## src/sv/coc_pkg.sv

```systemverilog
// ----------------------------------------------------------------------------
// coc_pkg
// Shared widths, codes and types of the current offset calibrator.
// ----------------------------------------------------------------------------
`default_nettype none

package coc_pkg;

   localparam int DATA_W = 12;

   localparam logic FUNC_START  = 1'b0;
   localparam logic FUNC_SAMPLE = 1'b1;

   localparam logic [DATA_W-1:0] SPREAD_LIMIT_RESET = 12'd16;

   typedef struct packed {
      logic clr;
      logic upd;
   } lane_cmd_type;

   typedef struct packed {
      logic ld1;
      logic ld2;
      logic ld3;
   } pipe_en_type;

   typedef struct packed {
      logic axis;
      logic aborted;
   } tag_type;

   typedef struct packed {
      logic              axis_out;
      logic [DATA_W-1:0] offset_a;
      logic [DATA_W-1:0] offset_b;
      logic [DATA_W-1:0] spread;
      logic              offset_ok;
      logic              aborted;
   } rsp_word_type;

endpackage

`default_nettype wire

```

## src/sv/coc_ifs.sv

```systemverilog
// ----------------------------------------------------------------------------
// coc channel interfaces
// Request, response and register write channels with valid/ready handshake.
// ----------------------------------------------------------------------------
`default_nettype none

interface coc_req_if import coc_pkg::*; ();
   logic              valid;
   logic              ready;
   logic              func;
   logic              axis;
   logic              outputs_enabled;
   logic [DATA_W-1:0] sample_a;
   logic [DATA_W-1:0] sample_b;

   modport source (
      output valid, func, axis, outputs_enabled, sample_a, sample_b,
      input  ready
   );
   modport sink (
      input  valid, func, axis, outputs_enabled, sample_a, sample_b,
      output ready
   );
endinterface

interface coc_rsp_if import coc_pkg::*; ();
   logic              valid;
   logic              ready;
   logic              axis_out;
   logic [DATA_W-1:0] offset_a;
   logic [DATA_W-1:0] offset_b;
   logic [DATA_W-1:0] spread;
   logic              offset_ok;
   logic              aborted;

   modport source (
      output valid, axis_out, offset_a, offset_b, spread, offset_ok, aborted,
      input  ready
   );
   modport sink (
      input  valid, axis_out, offset_a, offset_b, spread, offset_ok, aborted,
      output ready
   );
endinterface

interface coc_csr_if import coc_pkg::*; ();
   logic              valid;
   logic              ready;
   logic [DATA_W-1:0] data;

   modport source (
      output valid, data,
      input  ready
   );
   modport sink (
      input  valid, data,
      output ready
   );
endinterface

`default_nettype wire

```

## src/sv/coc_lane.sv

```systemverilog
// ----------------------------------------------------------------------------
// coc_lane
// One ADC channel: per-axis sum and min/max trackers, then a three-stage
// mean computation by reciprocal multiply with a one-step correction.
// ----------------------------------------------------------------------------
`default_nettype none

module coc_lane import coc_pkg::*; #(
   parameter int ADC_BITS       = 12,
   parameter int AXES           = 2,
   parameter int OFFSET_SAMPLES = 64,
   parameter int AX_W           = 1
) (
   input  wire logic                clock,
   input  wire lane_cmd_type        cmd,
   input  wire logic [AX_W-1:0]     idx,
   input  wire logic [ADC_BITS-1:0] sample,
   input  wire pipe_en_type         en,
   output logic      [ADC_BITS-1:0] mean,
   output logic      [ADC_BITS-1:0] spread
);

   localparam int SUM_W  = ADC_BITS + $clog2(OFFSET_SAMPLES);
   localparam int PROD_W = 2 * SUM_W;
   localparam logic [SUM_W-1:0] RECIP   = SUM_W'((64'd1 << SUM_W) / OFFSET_SAMPLES);
   localparam logic [SUM_W-1:0] DIVISOR = SUM_W'(OFFSET_SAMPLES);
   localparam logic [ADC_BITS-1:0] FULL_SCALE = '1;

   logic [SUM_W-1:0]    sum_ff [AXES];
   logic [ADC_BITS-1:0] min_ff [AXES];
   logic [ADC_BITS-1:0] max_ff [AXES];

   logic [SUM_W-1:0]    sum_in;
   logic [ADC_BITS-1:0] min_in;
   logic [ADC_BITS-1:0] max_in;

   logic [SUM_W-1:0]    s1_sum_ff;
   logic [ADC_BITS-1:0] s1_min_ff;
   logic [ADC_BITS-1:0] s1_max_ff;

   logic [SUM_W-1:0]    s2_sum_ff;
   logic [PROD_W-1:0]   s2_prod_ff;
   logic [PROD_W-1:0]   s2_prod_in;
   logic [ADC_BITS-1:0] s2_spread_ff;
   logic [ADC_BITS-1:0] s2_spread_in;

   logic [SUM_W-1:0]    s3_sum_ff;
   logic [ADC_BITS-1:0] s3_q0_ff;
   logic [ADC_BITS-1:0] s3_q0_in;
   logic [SUM_W-1:0]    s3_qn_ff;
   logic [SUM_W-1:0]    s3_qn_in;
   logic [ADC_BITS-1:0] s3_spread_ff;
   logic [SUM_W-1:0]    rem;

   // accumulate and track
   always_comb begin
      if (cmd.clr) begin
         sum_in = '0;
         min_in = FULL_SCALE;
         max_in = '0;
      end else begin
         sum_in = sum_ff[idx] + SUM_W'(sample);
         min_in = (sample < min_ff[idx]) ? sample : min_ff[idx];
         max_in = (sample > max_ff[idx]) ? sample : max_ff[idx];
      end
   end

   always_ff @(posedge clock) begin
      if (cmd.clr || cmd.upd) begin
         sum_ff[idx] <= sum_in;
         min_ff[idx] <= min_in;
         max_ff[idx] <= max_in;
      end
   end

   // mean pipeline
   assign s2_prod_in   = s1_sum_ff * RECIP;
   assign s2_spread_in = (s1_max_ff >= s1_min_ff) ? (s1_max_ff - s1_min_ff) : '0;
   assign s3_q0_in     = ADC_BITS'(s2_prod_ff >> SUM_W);
   assign s3_qn_in     = SUM_W'(s3_q0_in) * DIVISOR;

   always_ff @(posedge clock) begin
      if (en.ld1) begin
         s1_sum_ff <= sum_in;
         s1_min_ff <= min_in;
         s1_max_ff <= max_in;
      end
      if (en.ld2) begin
         s2_sum_ff    <= s1_sum_ff;
         s2_prod_ff   <= s2_prod_in;
         s2_spread_ff <= s2_spread_in;
      end
      if (en.ld3) begin
         s3_sum_ff    <= s2_sum_ff;
         s3_q0_ff     <= s3_q0_in;
         s3_qn_ff     <= s3_qn_in;
         s3_spread_ff <= s2_spread_ff;
      end
   end

   // quotient estimate is low by at most one
   assign rem    = s3_sum_ff - s3_qn_ff;
   assign mean   = (rem >= DIVISOR) ? (s3_q0_ff + ADC_BITS'(1)) : s3_q0_ff;
   assign spread = s3_spread_ff;

endmodule

`default_nettype wire

```

## src/sv/coc_merge.sv

```systemverilog
// ----------------------------------------------------------------------------
// coc_merge
// Combines both lanes into one response word: larger spread, limit check,
// refused-start word, output register.
// ----------------------------------------------------------------------------
`default_nettype none

module coc_merge import coc_pkg::*; #(
   parameter int ADC_BITS = 12
) (
   input  wire logic                clock,
   input  wire logic                load,
   input  wire tag_type             tag,
   input  wire logic [ADC_BITS-1:0] mean_a,
   input  wire logic [ADC_BITS-1:0] mean_b,
   input  wire logic [ADC_BITS-1:0] spread_a,
   input  wire logic [ADC_BITS-1:0] spread_b,
   input  wire logic [DATA_W-1:0]   limit,
   output rsp_word_type             word
);

   logic [ADC_BITS-1:0] spread_max;
   logic                in_limit;
   rsp_word_type        word_ff;
   rsp_word_type        word_in;

   assign spread_max = (spread_a > spread_b) ? spread_a : spread_b;
   assign in_limit   = (32'(spread_max) <= 32'(limit));

   always_comb begin
      word_in.axis_out = tag.axis;
      if (tag.aborted) begin
         word_in.offset_a  = '0;
         word_in.offset_b  = '0;
         word_in.spread    = '0;
         word_in.offset_ok = 1'b0;
         word_in.aborted   = 1'b1;
      end else begin
         word_in.offset_a  = DATA_W'(mean_a);
         word_in.offset_b  = DATA_W'(mean_b);
         word_in.spread    = DATA_W'(spread_max);
         word_in.offset_ok = in_limit;
         word_in.aborted   = 1'b0;
      end
   end

   always_ff @(posedge clock) begin
      if (load) begin
         word_ff <= word_in;
      end
   end

   assign word = word_ff;

endmodule

`default_nettype wire

```

## src/sv/current_offset_calibrator.sv

```systemverilog
// ----------------------------------------------------------------------------
// current_offset_calibrator
// Zero-current offset calibration for the phase-current channels of up to
// two motor axes.
// ----------------------------------------------------------------------------
// Accepts one request word per clock while ready is high. A start word for
// an axis either begins a capture (no response) or, when that axis's power
// outputs are enabled, is refused with an aborted response. Sample words
// are taken while the axis is capturing; the OFFSET_SAMPLES-th one yields a
// response carrying both mean codes, the larger min-to-max spread and the
// valid flag against spread_limit. Both channels run in their own lane; the
// mean is found by a reciprocal multiply and one correction step. A new
// response can follow every clock while the response side is ready. A stall
// on the response side fills the four pipeline stages before the request side
// sees ready low. The spread_limit register takes a write in any cycle and
// should only be changed while no response is pending.
// ----------------------------------------------------------------------------
`default_nettype none

module current_offset_calibrator import coc_pkg::*; #(
   parameter int OFFSET_SAMPLES = 64,
   parameter int ADC_BITS       = 12,
   parameter int AXES           = 2
) (
   input  wire logic clock,
   input  wire logic reset,
   coc_req_if.sink   req_ch,
   coc_rsp_if.source rsp_ch,
   coc_csr_if.sink   csr_ch
);

   localparam int AX_W  = (AXES > 1) ? $clog2(AXES) : 1;
   localparam int CNT_W = $clog2(OFFSET_SAMPLES + 1);
   localparam logic [CNT_W-1:0] CNT_LAST = CNT_W'(OFFSET_SAMPLES);

   logic [DATA_W-1:0] limit_ff;

   logic [CNT_W-1:0] count_ff [AXES];
   logic             capturing_ff [AXES];
   logic [CNT_W-1:0] count_in;
   logic             capturing_in;

   logic             accept;
   logic             in_range;
   logic [AX_W-1:0]  idx;
   logic             is_start;
   logic             abort;
   logic             done;
   logic             emit;
   lane_cmd_type     cmd;
   pipe_en_type      en;

   logic    v1_ff, v2_ff, v3_ff, rsp_valid_ff;
   tag_type tag1_ff, tag2_ff, tag3_ff;
   tag_type tag_in;
   logic    rdy1, rdy2, rdy3, out_free;

   logic [ADC_BITS-1:0] mean_a, mean_b, spread_a, spread_b;
   rsp_word_type        word;

   // register port
   assign csr_ch.ready = 1'b1;

   always_ff @(posedge clock) begin
      if (reset) begin
         limit_ff <= SPREAD_LIMIT_RESET;
      end else if (csr_ch.valid && csr_ch.ready) begin
         limit_ff <= csr_ch.data;
      end
   end

   // pipeline flow
   assign out_free = !rsp_valid_ff || rsp_ch.ready;
   assign rdy3     = !v3_ff || out_free;
   assign rdy2     = !v2_ff || rdy3;
   assign rdy1     = !v1_ff || rdy2;

   assign req_ch.ready = rdy1;
   assign accept       = req_ch.valid && req_ch.ready;

   // capture control
   assign in_range = (32'(req_ch.axis) < AXES);
   assign idx      = AX_W'(req_ch.axis);
   assign is_start = (req_ch.func == FUNC_START);

   assign cmd.clr = accept && in_range && is_start && !req_ch.outputs_enabled;
   assign cmd.upd = accept && in_range && (req_ch.func == FUNC_SAMPLE) && capturing_ff[idx];
   assign abort   = accept && in_range && is_start && req_ch.outputs_enabled;
   assign done    = cmd.upd && ((count_ff[idx] + CNT_W'(1)) == CNT_LAST);
   assign emit    = done || abort;

   always_comb begin
      count_in     = count_ff[idx];
      capturing_in = capturing_ff[idx];
      if (cmd.clr) begin
         count_in     = '0;
         capturing_in = 1'b1;
      end else if (abort) begin
         capturing_in = 1'b0;
      end else if (cmd.upd) begin
         count_in     = count_ff[idx] + CNT_W'(1);
         capturing_in = !done;
      end
   end

   always_ff @(posedge clock) begin
      if (reset) begin
         for (int i = 0; i < AXES; i++) begin
            count_ff[i]     <= '0;
            capturing_ff[i] <= 1'b0;
         end
      end else if (cmd.clr || cmd.upd || abort) begin
         count_ff[idx]     <= count_in;
         capturing_ff[idx] <= capturing_in;
      end
   end

   assign en.ld1 = emit && rdy1;
   assign en.ld2 = v1_ff && rdy2;
   assign en.ld3 = v2_ff && rdy3;

   assign tag_in.axis    = req_ch.axis;
   assign tag_in.aborted = abort;

   always_ff @(posedge clock) begin
      if (reset) begin
         v1_ff        <= 1'b0;
         v2_ff        <= 1'b0;
         v3_ff        <= 1'b0;
         rsp_valid_ff <= 1'b0;
      end else begin
         if (rdy1) begin
            v1_ff <= emit;
         end
         if (rdy2) begin
            v2_ff <= v1_ff;
         end
         if (rdy3) begin
            v3_ff <= v2_ff;
         end
         if (out_free) begin
            rsp_valid_ff <= v3_ff;
         end
      end
   end

   always_ff @(posedge clock) begin
      if (en.ld1) begin
         tag1_ff <= tag_in;
      end
      if (en.ld2) begin
         tag2_ff <= tag1_ff;
      end
      if (en.ld3) begin
         tag3_ff <= tag2_ff;
      end
   end

   // channel lanes
   coc_lane #(
      .ADC_BITS       (ADC_BITS),
      .AXES           (AXES),
      .OFFSET_SAMPLES (OFFSET_SAMPLES),
      .AX_W           (AX_W)
   ) u_lane_a (
      .clock  (clock),
      .cmd    (cmd),
      .idx    (idx),
      .sample (ADC_BITS'(req_ch.sample_a)),
      .en     (en),
      .mean   (mean_a),
      .spread (spread_a)
   );

   coc_lane #(
      .ADC_BITS       (ADC_BITS),
      .AXES           (AXES),
      .OFFSET_SAMPLES (OFFSET_SAMPLES),
      .AX_W           (AX_W)
   ) u_lane_b (
      .clock  (clock),
      .cmd    (cmd),
      .idx    (idx),
      .sample (ADC_BITS'(req_ch.sample_b)),
      .en     (en),
      .mean   (mean_b),
      .spread (spread_b)
   );

   coc_merge #(
      .ADC_BITS (ADC_BITS)
   ) u_merge (
      .clock    (clock),
      .load     (v3_ff && out_free),
      .tag      (tag3_ff),
      .mean_a   (mean_a),
      .mean_b   (mean_b),
      .spread_a (spread_a),
      .spread_b (spread_b),
      .limit    (limit_ff),
      .word     (word)
   );

   assign rsp_ch.valid     = rsp_valid_ff;
   assign rsp_ch.axis_out  = word.axis_out;
   assign rsp_ch.offset_a  = word.offset_a;
   assign rsp_ch.offset_b  = word.offset_b;
   assign rsp_ch.spread    = word.spread;
   assign rsp_ch.offset_ok = word.offset_ok;
   assign rsp_ch.aborted   = word.aborted;

`ifndef ASSERT_OFF
   assert property (@(posedge clock) disable iff (reset)
      abort |=> v1_ff && tag1_ff.aborted)
      else $error("refused start did not enter the pipeline");

   assert property (@(posedge clock) disable iff (reset)
      capturing_ff[0] |-> (count_ff[0] < CNT_LAST))
      else $error("sample count ran past the capture length");

   assert property (@(posedge clock) disable iff (reset)
      !req_ch.ready |-> (v1_ff && v2_ff && v3_ff && rsp_valid_ff))
      else $error("request stalled with a free pipeline stage");

   assert property (@(posedge clock) disable iff (reset)
      rsp_ch.valid && rsp_ch.aborted |-> !rsp_ch.offset_ok && (rsp_ch.spread == '0))
      else $error("aborted word carries calibration data");
`endif

endmodule

`default_nettype wire
```

## src/flat_wrapper.sv

```systemverilog
// flat-port wrapper written by rule: the top's interface ports become plain ports
module current_offset_calibrator_flat import coc_pkg::*;
#(
   parameter int OFFSET_SAMPLES = 64,
   parameter int ADC_BITS       = 12,
   parameter int AXES           = 2
)
  (clock, reset, req_ch_valid, req_ch_func, req_ch_axis, req_ch_outputs_enabled, req_ch_sample_a, req_ch_sample_b, req_ch_ready, rsp_ch_valid, rsp_ch_axis_out, rsp_ch_offset_a, rsp_ch_offset_b, rsp_ch_spread, rsp_ch_offset_ok, rsp_ch_aborted, rsp_ch_ready, csr_ch_valid, csr_ch_data, csr_ch_ready);
  coc_req_if req_ch_i ();
  coc_rsp_if rsp_ch_i ();
  coc_csr_if csr_ch_i ();
  input  wire logic clock;
  input  wire logic reset;
  input wire logic [$bits(req_ch_i.valid)-1:0] req_ch_valid;
  input wire logic [$bits(req_ch_i.func)-1:0] req_ch_func;
  input wire logic [$bits(req_ch_i.axis)-1:0] req_ch_axis;
  input wire logic [$bits(req_ch_i.outputs_enabled)-1:0] req_ch_outputs_enabled;
  input wire logic [$bits(req_ch_i.sample_a)-1:0] req_ch_sample_a;
  input wire logic [$bits(req_ch_i.sample_b)-1:0] req_ch_sample_b;
  output wire logic [$bits(req_ch_i.ready)-1:0] req_ch_ready;
  output wire logic [$bits(rsp_ch_i.valid)-1:0] rsp_ch_valid;
  output wire logic [$bits(rsp_ch_i.axis_out)-1:0] rsp_ch_axis_out;
  output wire logic [$bits(rsp_ch_i.offset_a)-1:0] rsp_ch_offset_a;
  output wire logic [$bits(rsp_ch_i.offset_b)-1:0] rsp_ch_offset_b;
  output wire logic [$bits(rsp_ch_i.spread)-1:0] rsp_ch_spread;
  output wire logic [$bits(rsp_ch_i.offset_ok)-1:0] rsp_ch_offset_ok;
  output wire logic [$bits(rsp_ch_i.aborted)-1:0] rsp_ch_aborted;
  input wire logic [$bits(rsp_ch_i.ready)-1:0] rsp_ch_ready;
  input wire logic [$bits(csr_ch_i.valid)-1:0] csr_ch_valid;
  input wire logic [$bits(csr_ch_i.data)-1:0] csr_ch_data;
  output wire logic [$bits(csr_ch_i.ready)-1:0] csr_ch_ready;
  assign req_ch_i.valid = req_ch_valid;
  assign req_ch_i.func = req_ch_func;
  assign req_ch_i.axis = req_ch_axis;
  assign req_ch_i.outputs_enabled = req_ch_outputs_enabled;
  assign req_ch_i.sample_a = req_ch_sample_a;
  assign req_ch_i.sample_b = req_ch_sample_b;
  assign req_ch_ready = req_ch_i.ready;
  assign rsp_ch_valid = rsp_ch_i.valid;
  assign rsp_ch_axis_out = rsp_ch_i.axis_out;
  assign rsp_ch_offset_a = rsp_ch_i.offset_a;
  assign rsp_ch_offset_b = rsp_ch_i.offset_b;
  assign rsp_ch_spread = rsp_ch_i.spread;
  assign rsp_ch_offset_ok = rsp_ch_i.offset_ok;
  assign rsp_ch_aborted = rsp_ch_i.aborted;
  assign rsp_ch_i.ready = rsp_ch_ready;
  assign csr_ch_i.valid = csr_ch_valid;
  assign csr_ch_i.data = csr_ch_data;
  assign csr_ch_ready = csr_ch_i.ready;
  current_offset_calibrator #(.OFFSET_SAMPLES(OFFSET_SAMPLES), .ADC_BITS(ADC_BITS), .AXES(AXES)) u_core (.clock(clock), .reset(reset), .req_ch(req_ch_i), .rsp_ch(rsp_ch_i), .csr_ch(csr_ch_i));
endmodule
```

## config.mk

```make
export PLATFORM = sky130hd
export DESIGN_NAME = current_offset_calibrator_flat
export DESIGN_NICKNAME = d
export VERILOG_FILES = /design/src/sv/coc_pkg.sv /design/src/sv/coc_ifs.sv /design/src/sv/coc_lane.sv /design/src/sv/coc_merge.sv /design/src/sv/current_offset_calibrator.sv /design/src/flat_wrapper.sv
export SDC_FILE = /design/constraint.sdc
export NUM_CORES = 1
export LEC_CHECK = 0
export BUFFER_PORTS_ARGS = -buffer_cell sky130_fd_sc_hd__buf_2
export CAP_MARGIN = 10
export CORE_UTILIZATION = 50
export CTS_CLUSTER_DIAMETER = 100
export DETAILED_ROUTE_END_ITERATION = 7
export GPL_TIMING_DRIVEN = 0
export PLACE_DENSITY = 0.67
export SETUP_SLACK_MARGIN = 0.05
export SYNTH_ARGS = -nofsm -noshare
export SYNTH_HDL_FRONTEND = slang
export SYNTH_HIERARCHICAL = 1
export SYNTH_SLANG_ARGS = --single-unit
```

## constraint.sdc

```tcl
create_clock -name clock -period 13.8 [get_ports clock]
set_input_delay 2.76 -clock clock [delete_from_list [all_inputs] [get_ports clock]]
set_output_delay 2.76 -clock clock [all_outputs]
set_load 0.05 [all_outputs]
```

* Yosys cells after proc, flatten, opt, wreduce, memory -nomap -nowiden
Memories as Yosys holds them, arrays and structs flattened. Index checks and enable logic that the tools add are counted.
Word-level totals: register bits after elaboration 289, bits in writable memories 184, input port bits 44, output and inout bits 42, logic and storage cells 121, memories kept 8
Memories:
- u_core.u_lane_a.sum_ff | depth 2, bits a word 18, read ports 1, clocked after Yosys merged registers in 0, wr ports 1, RTL line coc_lane.sv:29 | logic [SUM_W-1:0] sum_ff [AXES];
- u_core.u_lane_b.sum_ff | depth 2, bits a word 18, read ports 1, clocked after Yosys merged registers in 0, wr ports 1, RTL line coc_lane.sv:29
- u_core.u_lane_a.max_ff | depth 2, bits a word 12, read ports 1, clocked after Yosys merged registers in 0, wr ports 1, RTL line coc_lane.sv:31 | logic [ADC_BITS-1:0] max_ff [AXES];
- u_core.u_lane_a.min_ff | depth 2, bits a word 12, read ports 1, clocked after Yosys merged registers in 0, wr ports 1, RTL line coc_lane.sv:30 | logic [ADC_BITS-1:0] min_ff [AXES];
- u_core.u_lane_b.max_ff | depth 2, bits a word 12, read ports 1, clocked after Yosys merged registers in 0, wr ports 1, RTL line coc_lane.sv:31
- u_core.u_lane_b.min_ff | depth 2, bits a word 12, read ports 1, clocked after Yosys merged registers in 0, wr ports 1, RTL line coc_lane.sv:30
- 2 more memories
Cells by class: $add $sub $neg 9, order comparisons 10, equal/unequal tests 1, mux-type cells 33, bitwise operators 1, reductions and logical operators 26
Operators with widths (number):
- $mux 12 | 11
- $add 18x12->18 | 2
- $ge 18x7->1 const B | 2
- $gt 12x12->1 | 3
- $mux 18 | 2
- $sub 18x18->18 | 2
- $mux 7 | 4
- $add 12x1->12 const B | 2
- $ge 12x12->1 | 2
- $lt 12x12->1 | 2
- $sub 12x12->12 | 2
- $mux 1 | 16
- $le 12x12->1 | 1
- $logic_and 1x1->1 | 11
- $add 7x1->7 const B | 1
- $eq 7x7->1 const B | 1
- $logic_or 1x1->1 | 7
- $reduce_or 7->1 | 1
- $logic_not 1->1 | 6
- $not 1->1 | 1
- $reduce_or 1->1 | 1

* Longest topological paths before layout
word-level depth 15, gate-level depth with buffers 14, mapped depth without buffers 13

* By module
The synthesis kept the hierarchy.
Modules (own cells, without submodules):
- coc_lane at u_core.u_lane_a | times used 1, cells an instance 568, area an instance 7858.8 um^2, sequential area each 5044.8 um^2
- coc_lane at u_core.u_lane_b | times used 1, cells an instance 548, area an instance 7810.0 um^2, sequential area each 5044.8 um^2
- coc_merge | times used 1, cells an instance 249, area an instance 2640.0 um^2, sequential area each 1171.1 um^2
- current_offset_calibrator | times used 1, cells an instance 167, area an instance 1850.5 um^2, sequential area each 980.9 um^2

* Worst setup path before layout
Ideal clock, no wire load.
kind input -> register, from input port req_ch_axis, to register u_core/tag1_ff[0] (netlist name), enable pin, library setup time 0.437 ns, arrival 6.293 ns, required time 13.363 ns, path slack 7.071 ns, cell stages on the path 9, buffers on the path 2, cells stage by stage buf_6 -> clkbuf_1 -> mux2_2 -> ha_1 -> a211oi_1 -> a2111o_1 -> o32a_1 -> nor4_4 -> or2_1
RTL lines:
- from (decl) | RTL line flat_wrapper.sv:16 | input wire logic [$bits(req_ch_i.axis)-1:0] req_ch_axis;
- to (signal assigned) | RTL line current_offset_calibrator.sv:149 | tag1_ff <= tag_in;
- to (decl) | RTL line current_offset_calibrator.sv:54 | tag_type tag1_ff, tag2_ff, tag3_ff;

* Final worst setup path
from input port rsp_ch_ready, to output port req_ch_ready
On the way: cells in the longest elaborated chain, start to end 4
Ends and longest elaborated chain:
- from (decl) | RTL line flat_wrapper.sv:28 | input wire logic [$bits(rsp_ch_i.ready)-1:0] rsp_ch_ready;
- $logic_or 1x1->1 | RTL line current_offset_calibrator.sv:73 | assign out_free = !rsp_valid_ff || rsp_ch.ready;
- $logic_or 1x1->1 | RTL line current_offset_calibrator.sv:74 | assign rdy3 = !v3_ff || out_free;
- $logic_or 1x1->1 | RTL line current_offset_calibrator.sv:75 | assign rdy2 = !v2_ff || rdy3;
- $logic_or 1x1->1 | RTL line current_offset_calibrator.sv:76 | assign rdy1 = !v1_ff || rdy2;
- to (decl) | RTL line flat_wrapper.sv:20 | output wire logic [$bits(req_ch_i.ready)-1:0] req_ch_ready;
Every way passes these cells.

==> results.md <==
* Die Wd at 202.8 um
* Clock Sinks at 413
* Drc violations at 0
* Nets at 1841
* Hold_sp: u_core/u_lane_a/s2_sum_ff[17]
* Die Footprint at 41130 um2
* Post-Syn Nets at 1700
* Crit Path Max Fanout at 3
* DP HPWL at 30450 um
* Yosys Warn Count at 6
* Worst Setup End Kind: output pin
* Max Clock Freq at 158.3 MHz
* Worst Skew at 26.05 ps
* Final Cell Area at 22920 um2
* Worst-Margin Slew at 883.4 ps
* Max_cap viols at 0
* CP Class: in -> out
* Largest net degree at the start of global routing at 61
* Period minus WS final at 6315 ps
* Setup ws final at 7485 ps
* P_leak at 8.549 nW
* Total setup buffers inserted after CTS at 0
* Share of cells above drive strength 1 at 0.1551
* Placed inst area at 21540 um2
* TritonCTS Buffers at 45
* Max-slew violation count at 0
* Final ANT Viol Nets at 0
* Commonest non-fill, non-tap cell in the layout: edfxtp_1
* Post-synth EDFFs at 397
* DRT iter0 DRCs at 698
* Met1 usage at 0.2899
* Worst skew pair latency at 570 ps
* Antenna violations before repair at 0
* Clock transition at path regs at 60 ps
* Post-CTS Resized at 0
* IO Count at 86
* Global Route met2 Usage at 0.3322
* R2R Path Start: u_core/u_lane_a/spread[5]
* Register area share after synthesis at 0.6072
* Final Setup Violations at 0
* Number of global-route vias before repair at 12540
* Post-synth top flop: edfxtp_1
* Wire per inst at 18.94 um
* Pwr/cell area at 127.6 nW/um2
* Port Buffers at 83
* Initial Util at 0.5074
* Cell area after synthesis at 20160 um2
* Die Ht at 202.8 um
* DR vias/cell at 5.702
* Final hold vios at 0
* Drt total wl at 42180 um
* Yosys cell types at 81
* CTS tree: done
* RSZ-0062 raised after global routing: no
* CP peak stage delay at 210 ps
* Critical Path AT at 3560 ps
* CTS Buffer Depth at 3
* First-pass GRT wire length at 67190 um
* Most Crowded Layer GR: met2
* Row count at 73
* DR vias at 12700
* Peak supply drop at 0.1136 mV
* Placer Congestion at 0.8976
* Core area at 39730 um2
* Class of the worst hold path: reg -> reg
* Pre-antenna DRT Iters at 7
* Asr flop ratio synth at 0
* Hold buffer count at cts at 0
* Rel. slew slack at 0.4110
* Startpoint Class: primary input
* Root Driver: clkbuf_16
* Crit-path most repeated cell: buf_2
* Outcome: finished clean
* Setup TNS at 0 ps
* Avg Inst Size Synth at 13.16 um2
* Worst path cell trace: buf_2, nand4b_1, nor2_1, inv_1, buf_2
* H-tree Lvls at 2
* Ant. Diodes at 0
* Worst EP required at 11040 ps
* Most frequent cells in the layout: 397 x edfxtp_1, 120 x ha_1, 110 x nor2_1
* Overall Global Routing Usage at 0.2093
* Crit. Startpoint: rsp_ch_ready
* Tot Pwr at 2.924 mW
* GR Overflow Total at 0
* Crit share post-route at 0.4576
* CP max-delay cell: nand4b_1
* Pre-CTS WS at 6905 ps
* Global routing usage on met3 at 0.03066
* #FFs+latches synth at 413
* Syn Inst Count at 1532
* Area Growth Syn to Fin at 13.70%
==> critical path, delay by kind of cell <==
| family | cells | cell delay [ps] |
|---|---|---|
| simple gates | 2 | 420 |
| buf+inv | 3 | 380 |
==> state kept, by name (all words and copies together) (netlist names), 14 cells and up <==
signal,flops
u_core/u_lane_a/min_ff,24
u_core/u_lane_b/sum_ff,36
u_core/count_ff,14
u_core/u_merge/word,39
u_core/u_lane_b/min_ff,24
u_core/u_lane_a/max_ff,24
u_core/u_lane_b/max_ff,24
u_core/u_lane_a/sum_ff,36
==> final cells by class <==
| cell class | instances | area, um2 |
|---|---|---|
| plain buffers | 57 | 302.8 |
| clock buffers | 52 | 1174 |
| clock inverters | 24 | 207.7 |
| fillers | 3109 | 16810 |
| inverters | 81 | 304.0 |
| multi-input cells | 981 | 7366 |
| flip-flops and latches | 413 | 12240 |
| well taps | 525 | 656.9 |
| repair buffers | 94 | 668.1 |
==> through the flow <==
| stage | cells | hold WS, ps | util |
|---|---|---|---|
| finish | 2227 | 415.7 | 0.5769 |
| global route | 2227 | 424.3 | 0.5769 |
| CTS | 2227 | 418.5 | 0.5769 |
| detailed placement | 2151 | 404.5 | 0.5421 |
| global placement | 2140 | 400.6 | 0.5344 |
| floorplan | 1532 | 400.3 | - |
==> logic make-up after synthesis <==
family | count (synthesis) | share of synthesized area
AOI/OAI and AO/OA | 293 | 0.09893
DFF | 413 | 0.6072
adders and majority gates | 124 | 0.07845
xor gates and xnor gates | 32 | 0.01390
muxes | 120 | 0.06411
buffers and inverters | 138 | 0.03010
other | 1 | 0.0001860
and+or+nand+nor | 411 | 0.1071
==> Yosys cell counts (6+ instances only) <==
| cell type | number | share of area |
|---|---|---|
| nand2b_1 | 10 | 0.0031 |
| mux2_4 | 9 | 0.0067 |
| nand3b_1 | 6 | 0.0022 |
| nor3b_1 | 14 | 0.0052 |
| a21oi_1 | 77 | 0.019 |
| edfxtp_1 | 397 | 0.59 |
| nor3_1 | 52 | 0.013 |
| dfxtp_1 | 16 | 0.016 |
| ha_1 | 120 | 0.074 |
| nor2_1 | 113 | 0.021 |
| buf_2 | 12 | 0.0030 |
| a31oi_1 | 32 | 0.0099 |
| o21ai_1 | 7 | 0.0017 |
| xnor2_1 | 18 | 0.0078 |
| o21ai_0 | 37 | 0.0092 |
| mux2i_1 | 78 | 0.039 |
| xor2_1 | 14 | 0.0061 |
| nand4_1 | 37 | 0.011 |
| o31a_1 | 6 | 0.0026 |
| a211o_1 | 7 | 0.0030 |
| a22oi_1 | 13 | 0.0048 |
| a21o_1 | 22 | 0.0082 |
| o211ai_1 | 9 | 0.0034 |
| and2_1 | 8 | 0.0025 |
| mux2_2 | 31 | 0.017 |
| nor2b_1 | 50 | 0.016 |
| nand3_1 | 27 | 0.0067 |
| o21a_1 | 10 | 0.0037 |
| clkbuf_1 | 29 | 0.0054 |
| inv_1 | 80 | 0.015 |
| a211oi_1 | 28 | 0.010 |
| or3_1 | 6 | 0.0019 |
| o31ai_1 | 6 | 0.0022 |
| nand2_1 | 51 | 0.0095 |
| or2_2 | 15 | 0.0047 |
==> layer usage <==
metal,vias up,wire length [um]
li1,6131,-
met1,6127,19720
met2,363,19210
met3,78,2021
met4,0,1231
met5,-,0
==> worst paths after layout <==
kind                                    to  slack, ps  depth (start not counted)
max                           req_ch_ready       7480                          5
min          u_core/u_lane_a/s3_sum_ff[17]        420                          0
max reg2reg         u_core/u_merge/word[1]      10300                         12
min reg2reg  u_core/u_lane_a/s3_sum_ff[17]        420                          0
==> power breakdown <==
| part | switching, mW | internal, mW | total, mW |
|---|---|---|---|
| clock network | 0.467 | 0.662 | 1.13 |
| logic | 0.211 | 0.126 | 0.337 |
| registers | 0.0130 | 1.44 | 1.46 |
Note: power is estimated with default switching activity, not from simulation.
